File: src/hdl/gpla_pkg.sv
`timescale 1ns / 1ps
// ----------------------------------------------------------------------------
// gpla_pkg
// Shared types, constants and helpers for the genotype pair table accumulator.
// ----------------------------------------------------------------------------
package gpla_pkg;

  localparam int MAX_BYTES   = 1024;
  localparam int SLOTS       = 4;
  localparam int CODES       = 8;
  localparam int TABLE_DEPTH = 32 * MAX_BYTES;
  localparam int ADDR_W      = $clog2(TABLE_DEPTH);
  localparam int PIDX_W      = $clog2(MAX_BYTES);
  localparam int POS_W       = PIDX_W + 1;
  localparam int BANK_DEPTH  = TABLE_DEPTH / SLOTS;
  localparam int BANK_AW     = $clog2(BANK_DEPTH);
  localparam int VALUE_W     = 32;
  localparam int TREE_W      = VALUE_W + 2;
  localparam int SUM_W       = 48;
  localparam int COUNT_W     = 13;
  localparam int MISS_W      = 3;

  localparam logic [POS_W-1:0]   POS_LIMIT = POS_W'(MAX_BYTES);
  localparam logic [COUNT_W-1:0] COUNT_MAX = '1;
  localparam logic [SUM_W-1:0]   SUM_MAX   = {1'b0, {(SUM_W-1){1'b1}}};
  localparam logic [SUM_W-1:0]   SUM_MIN   = {1'b1, {(SUM_W-1){1'b0}}};

  typedef enum logic {
    OP_LOAD  = 1'b0,
    OP_ACCUM = 1'b1
  } op_t;

  localparam logic [1:0] GENO_MISSING = 2'd3;

  // control carried alongside the table read data
  typedef struct packed {
    logic              valid;
    logic              last;
    logic              add_en;
    logic              ovr;
    logic [MISS_W-1:0] miss;
  } lk_ctrl_t;

  function automatic logic pair_missing(input logic [1:0] gi, input logic [1:0] gj);
    return (gi == GENO_MISSING) || (gj == GENO_MISSING);
  endfunction

  // 3-bit lookup code for one genotype pair; a missing pair maps to 7
  function automatic logic [2:0] pair_code(input logic [1:0] gi, input logic [1:0] gj);
    logic [1:0] o;
    logic [1:0] a;
    o = gi | gj;
    a = gi & gj;
    return {o[1], a[0] | a[1] | pair_missing(gi, gj), o[0]};
  endfunction

endpackage

File: src/hdl/gpla_accum.sv
`timescale 1ns / 1ps
// ----------------------------------------------------------------------------
// gpla_accum
// Adds the four table entries, accumulates with saturation, holds the result.
// ----------------------------------------------------------------------------
module gpla_accum (
  input  logic                                  clk,
  input  logic                                  rst,
  input  gpla_pkg::lk_ctrl_t                    s1,
  input  logic signed [gpla_pkg::VALUE_W-1:0]   rdata [gpla_pkg::SLOTS],
  output logic                                  s1_move,
  output logic                                  out_valid,
  input  logic                                  out_ready,
  output logic signed [gpla_pkg::SUM_W-1:0]     pair_sum,
  output logic [gpla_pkg::COUNT_W-1:0]          missing_count,
  output logic                                  overrun
);

  gpla_pkg::lk_ctrl_t                   s2;
  logic signed [gpla_pkg::TREE_W-1:0]   tree;
  logic signed [gpla_pkg::TREE_W-1:0]   tree_next;
  logic [gpla_pkg::SUM_W-1:0]           acc;
  logic [gpla_pkg::SUM_W-1:0]           acc_next;
  logic [gpla_pkg::COUNT_W-1:0]         miss_acc;
  logic [gpla_pkg::COUNT_W-1:0]         miss_acc_next;
  logic                                 ovr_flag;
  logic                                 ovr_flag_next;
  logic [gpla_pkg::SUM_W:0]             sum_wide;
  logic [gpla_pkg::COUNT_W:0]           cnt_wide;
  logic                                 out_free;
  logic                                 s2_take;
  logic                                 s2_can;
  logic                                 emit;

  assign out_free = !out_valid || out_ready;
  assign s2_take  = s2.valid && (!s2.last || out_free);
  assign s2_can   = !s2.valid || s2_take;
  assign s1_move  = s1.valid && s2_can;
  assign emit     = s2_take && s2.last;

  always_comb begin
    tree_next = gpla_pkg::TREE_W'(rdata[0]) + gpla_pkg::TREE_W'(rdata[1])
              + gpla_pkg::TREE_W'(rdata[2]) + gpla_pkg::TREE_W'(rdata[3]);
    if (!s1.add_en) begin
      tree_next = '0;
    end
  end

  // saturating accumulate; overflow shows as the two top bits differing
  always_comb begin
    sum_wide = {acc[gpla_pkg::SUM_W-1], acc}
             + {{(gpla_pkg::SUM_W + 1 - gpla_pkg::TREE_W){tree[gpla_pkg::TREE_W-1]}}, tree};
    cnt_wide = {1'b0, miss_acc} + (gpla_pkg::COUNT_W + 1)'(s2.miss);
    if (sum_wide[gpla_pkg::SUM_W] != sum_wide[gpla_pkg::SUM_W-1]) begin
      acc_next = sum_wide[gpla_pkg::SUM_W] ? gpla_pkg::SUM_MIN : gpla_pkg::SUM_MAX;
    end else begin
      acc_next = sum_wide[gpla_pkg::SUM_W-1:0];
    end
    if (cnt_wide[gpla_pkg::COUNT_W]) begin
      miss_acc_next = gpla_pkg::COUNT_MAX;
    end else begin
      miss_acc_next = cnt_wide[gpla_pkg::COUNT_W-1:0];
    end
    ovr_flag_next = ovr_flag | s2.ovr;
  end

  always_ff @(posedge clk) begin
    if (rst) begin
      s2.valid  <= 1'b0;
      s2.last   <= 1'b0;
      s2.add_en <= 1'b0;
      s2.ovr    <= 1'b0;
      s2.miss   <= '0;
      acc       <= '0;
      miss_acc  <= '0;
      ovr_flag  <= 1'b0;
      out_valid <= 1'b0;
    end else begin
      if (s2_can) begin
        s2 <= s1;
      end
      if (s2_take) begin
        if (s2.last) begin
          acc      <= '0;
          miss_acc <= '0;
          ovr_flag <= 1'b0;
        end else begin
          acc      <= acc_next;
          miss_acc <= miss_acc_next;
          ovr_flag <= ovr_flag_next;
        end
      end
      if (emit) begin
        out_valid <= 1'b1;
      end else if (out_ready) begin
        out_valid <= 1'b0;
      end
    end
  end

  always_ff @(posedge clk) begin
    if (s1_move) begin
      tree <= tree_next;
    end
    if (emit) begin
      pair_sum      <= acc_next;
      missing_count <= miss_acc_next;
      overrun       <= ovr_flag_next;
    end
  end

endmodule

File: config.mk
export PLATFORM = sky130hd
export DESIGN_NAME = gpla_accum
export DESIGN_NICKNAME = d
export VERILOG_FILES = /design/src/hdl/gpla_pkg.sv /design/src/hdl/gpla_accum.sv
export SDC_FILE = /design/constraint.sdc
export NUM_CORES = 1
export LEC_CHECK = 0
export ABC_CLOCK_PERIOD_IN_PS = 12000
export BUFFER_PORTS_ARGS = -buffer_cell sky130_fd_sc_hd__clkbuf_2
export CAP_MARGIN = 15
export CORE_MARGIN = 4
export CORE_UTILIZATION = 63
export DETAILED_ROUTE_END_ITERATION = 16
export PLACE_DENSITY = 0.85
export SLEW_MARGIN = 5
export SYNTH_ARGS = -nofsm -noshare
export SYNTH_HDL_FRONTEND = slang
export SYNTH_SLANG_ARGS = --single-unit
File: constraint.sdc
create_clock -name clk -period 12 [get_ports clk]
set_input_delay 2.4 -clock clk [delete_from_list [all_inputs] [get_ports clk]]
set_output_delay 2.4 -clock clk [all_outputs]
set_load 0.02 [all_outputs]
; Word level (Yosys, flattened, before mapping)
; Cells that the tools add are included.
[op_classes]
eq_ne = 1
add_sub_neg = 5
mux = 8
bitwise = 1
n_reduce_logical = 10
[op_table]
columns = op, count
row1 = $mux 48, 3
row2 = $add 48x34->49, 1
row3 = $add 33x32->34, 1
row4 = $add 34x32->34, 1
row5 = $add 32x32->33, 1
row6 = $mux 13, 2
row7 = $add 13x3->14, 1
row8 = $logic_and 1x1->1, 3
row9 = $logic_not 1->1, 3
row10 = $logic_or 1x1->1, 3
row11 = $mux 1, 3
row12 = $reduce_bool 2->1, 1
row13 = $ne 1x1->1, 1
row14 = $or 1x1->1, 1
[word_totals]
wordCells = 37
input_bits = 138
ff_bits = 165

; Logic depth before layout (Yosys ltp)
[logic_depth]
depth_word = 6
depth_mapped = 15
depth_no_buf = 15

; Worst setup path before layout
; OpenSTA, ideal clock, no wires.
[synth_path]
path_type = in2out
start = in out_ready
end = out s1_move
setup_slack_ps = 5070
arrival_time_ps = 4530
path_stages = 2
t_required_ps = 9600
path_cell_list = nor2b_1 a31oi_1
[synth_via]
elab_chain_cells = 5
[synth_rtl]
columns = element, line_no
row1 = start: declaration, gpla_accum.sv:13  ; input logic out_ready,
row2 = $logic_or 1x1->1, gpla_accum.sv:35  ; assign out_free = !out_valid || out_ready;
row3 = $logic_or 1x1->1, gpla_accum.sv:36  ; assign s2_take = s2.valid && (!s2.last || out_free);
row4 = $logic_and 1x1->1, gpla_accum.sv:36
row5 = $logic_or 1x1->1, gpla_accum.sv:37  ; assign s2_can = !s2.valid || s2_take;
row6 = $logic_and 1x1->1, gpla_accum.sv:38  ; assign s1_move = s1.valid && s2_can;
row7 = end: declaration, gpla_accum.sv:11  ; output logic s1_move,
; No other way between the ends.

; Worst setup path in the final report
[layout_path]
start = in rdata[2] (netlist name)
end = reg tree[30] (netlist name), data pin
[layout_via]
elab_chain_cells = 1
[layout_rtl]
columns = element, line_no
row1 = start: declaration, gpla_accum.sv:10  ; input logic signed [gpla_pkg::VALUE_W-1:0] rdata [gpla_pkg::SLOTS],
row2 = $add 34x32->34, gpla_accum.sv:43  ; + gpla_pkg::TREE_W'(rdata[2]) + gpla_pkg::TREE_W'(rdata[3]);
row3 = end signal: assignment, gpla_accum.sv:103  ; tree <= tree_next;
row4 = end: declaration, gpla_accum.sv:20  ; logic signed [gpla_pkg::TREE_W-1:0] tree;
; No other way between the ends.
; A chain may end at the register's enable or synchronous reset.

==> summary.txt <==
Layout
  – Most frequent cells in the layout: clkbuf_2, inv_1, nand2_1
  – Synth-to-Final Area Change: 13.7%
  – Most common cell after layout, fill and taps aside: clkbuf_2
  – N_diodes: 0
  – Design Area, Final: 14500 um2
  – Proportion of layout cells with a drive suffix above 1: 0.165
  – Nets: ~1900

Critical path
  – WP data arrival: 6.53 ns
  – Worst reg-to-reg path cell count: 10
  – Critical Path Start Type: primary input
  – Critical Path End Type: flop
  – Worst r2r src: tree[33]$_SDFFCE_PN0P_
  – Setup Crit Path Kind: in2reg
  – Capturing point of the worst reg2reg path: pair_sum[23]$_DFFE_PP_
  – Largest fanout on the critical path: 3
  – R2r setup slk: 7.36 ns
  – Critical path required time: 12.19 ns

Timing
  – Tmin final: between 6 and 7 ns
  – Worst slew pin tran: 1.10 ns
  – Hold Vio Cnt, Final: 0
  – Clock skew: 0.0127 ns
  – Setup violators final: 0
  – RSZ-0062 raised after global routing: no
  – Headroom to the max-slew limit: 0.265
  – Setup TNS Final: 0 ns
  – Fin crit share: 0.529
  – Slack of the critical path: around 5.7 ns
  – Slew Viols, Final: 0
  – Peak Freq: 158 MHz

Floorplan
  – Boundary pin count: a little over 200
  – # rows: a little over 50
  – Die H: about 150 um
  – Die area: 22600 um2
  – Starting density of the core: 0.648
  – Core ar.: a little under 20000 um2
  – Chip width: ~150 um

Clocking
  – Post-CTS setup buffer count: 0
  – Clock buffer depth: 2
  – Clk root buf: clkbuf_16
  – Total CTS buffers: 17
  – Clock Sink Count: 165
  – Clock Latency Late Sink: 0.44 ns
  – Clock transition at the registers of the reported paths: about 0.06 ns
  – CTS H-Tree Depth: 4
  – Hold buffer count at cts: 0
  – CTS tree: yes
  – Cts repair resizes: 0

Yosys
  – Adder-cell area share of the yosys netlist: 0.214
  – Seq cells post-synth: 165
  – Main combinational cell family by area after synthesis: adder cells
  – Register area share after synthesis: 0.334
  – Syn_area_per_cell: 9.15 um2
  – Cell Area, Synth: 12800 um2
  – Synth Area in Simple Gates: 0.138
  – Synth Area in Compound Gates: 0.189
  – FFs w/ async S/R, synth: 0
  – Mux share of post-synthesis cell area: 0.00559
  – Post-synth EDFFs: 96
  – Ys Warns: 0
  – Mapped Cells: 1396
  – Mapped Nets: ~1700
  – Cell variety after synth: 77
  – Top_reg_cell synth: edfxtp_1
  – Xor and xnor fraction of the mapped netlist area: 0.0425

Drt
  – Initial DRC Count: 735
  – TritonRoute pass-1 iters: 6
  – Drt drc: 0
  – Final WL: 29.4 mm
  – Via count: 10622
  – Routed WL per cell: 15.9 um
  – Vias per cell: 5.74
  – DRT antenna net count: 0

Hold path
  – Worst Hold Path EP: acc[6]$_SDFFE_PP0P_
  – Hold crit path type: reg2reg
  – Min-delay src: acc[6]$_SDFFE_PP0P_
  – Hold path cells: 2

Placement
  – # port buffers: 201
  – Cell area after placement: between 10000 and 15000 um2
  – Placed wire-length estimate: around 22 mm
  – RD Place Congestion: roughly 0.94
  – Pre-CTS setup slack: 5.26 ns

Power and ir drop
  – Power per cell area: 184 nW/um2
  – Peak VDD IR: 129 uV
  – Total leakage power: 0.00688 uW
  – Total power: approximately 2700 uW

Global route
  – Initial antenna violation count: 0
  – Gr usage total: 0.262
  – First-pass GRT wire length: 48.3 mm
  – Vias in the first global route: around 10000
  – GRT overflow: 0
  – Largest net degree at the start of global routing: 53

Run
  – Maxcap violations: 0

Run status
  – Status: finished, final reports clean
routing by layer:
metal | share of wire | routed length [um] | GRT usage
met1 | 0.43 | 12700 | 0.342
met2 | 0.49 | 14300 | 0.451
met3 | 0.062 | 1820 | 0.0382
met4 | 0.018 | 519 | 0.0846
met5 | 0 | 0 | 0
state kept, by name, indices dropped and copies added (netlist names):
signal         cells
tree              34
miss_acc          13
overrun            1
missing_count     13
pair_sum          48
s2                 6
acc               48
ovr_flag           1
out_valid          1
worst max-delay path, cell delays in order:
cell and delay (ns):
clkbuf_2 0.08, inv_1 0.05, fa_1 0.49, fa_1 0.52
inv_1 0.07, ha_1 0.31, a211oi_1 0.36, o21bai_1 0.18
o211a_1 0.30, o41ai_2 0.42, a211oi_1 0.21, o41ai_1 0.50
a21boi_0 0.18, or3_1 0.32, and3_1 0.16
cell families (layout without fill, tap and decap cells):
kind of cell	after synthesis	after routing
AO/OA/AOI/OAI	373	373
XOR/XNOR	62	62
adder cells (fa/ha/maj)	185	185
buffers and inverters	250	439
flip-flops	165	165
multiplexers	7	7
AND/OR/NAND/NOR	354	354
final cells by class:
type,instances,area (um2)
well taps,265,332
clock inverters,14,131
fillers,1433,5200
multi-input cells,981,7550
inverters,200,751
repair buffers,207,1050
flip-flops and latches,165,4260
clock buffers,18,439
synth_stat cells, types with 11 or more instances:
cell,count,area share
a211oi_1,11,0.0065
a21o_1,42,0.025
a21oi_1,98,0.038
a22oi_1,14,0.0082
and2_1,32,0.016
and3_1,15,0.0073
buf_2,11,0.0043
clkbuf_1,33,0.0097
dfxtp_1,69,0.11
edfxtp_1,96,0.23
fa_1,67,0.11
ha_1,84,0.082
inv_1,200,0.059
maj3_1,34,0.027
nand2_1,103,0.030
nand3_1,18,0.0071
nand4_1,15,0.0073
nor2_1,94,0.028
nor3_1,14,0.0055
o21ai_0,70,0.027
o21ai_1,30,0.012
o21bai_1,12,0.0071
or3_1,13,0.0064
xnor2_1,37,0.025
xor2_1,25,0.017
power by group:
part           total [uW]  internal (uW)  switching [uW]
registers             777            732            45.4
logic                1370            545             822
clock network         527            280             247
how the worst max path moves through the flow:
stage | start | endpoint | slack (ns) | cells after the start
2_1_floorplan | out_ready | s1_move | 5.07 | 2
3_3_place_gp | rdata[2] | tree[30]$_SDFFCE_PN0P_ | 5.42 | 15
3_5_place_dp | rdata[2] | tree[30]$_SDFFCE_PN0P_ | 5.26 | 15
4_1_cts | rdata[2] | tree[30]$_SDFFCE_PN0P_ | 5.69 | 15
5_1_grt | rdata[1] | tree[31]$_SDFFCE_PN0P_ | 5.35 | 16
6_report | rdata[2] | tree[30]$_SDFFCE_PN0P_ | 5.65 | 15
through the flow:
| stage | utilization | instances | hold WS (ns) |
|---|---|---|---|
| detailed placement | 0.707 | 1818 | 0.444 |
| global route | 0.736 | 1850 | 0.465 |
| CTS | 0.736 | 1850 | 0.454 |
| global placement | 0.707 | 1818 | 0.438 |
| finish | 0.736 | 1850 | 0.452 |
| floorplan | - | 1396 | 0.429 |
Note: power is estimated with default switching activity, not from simulation.
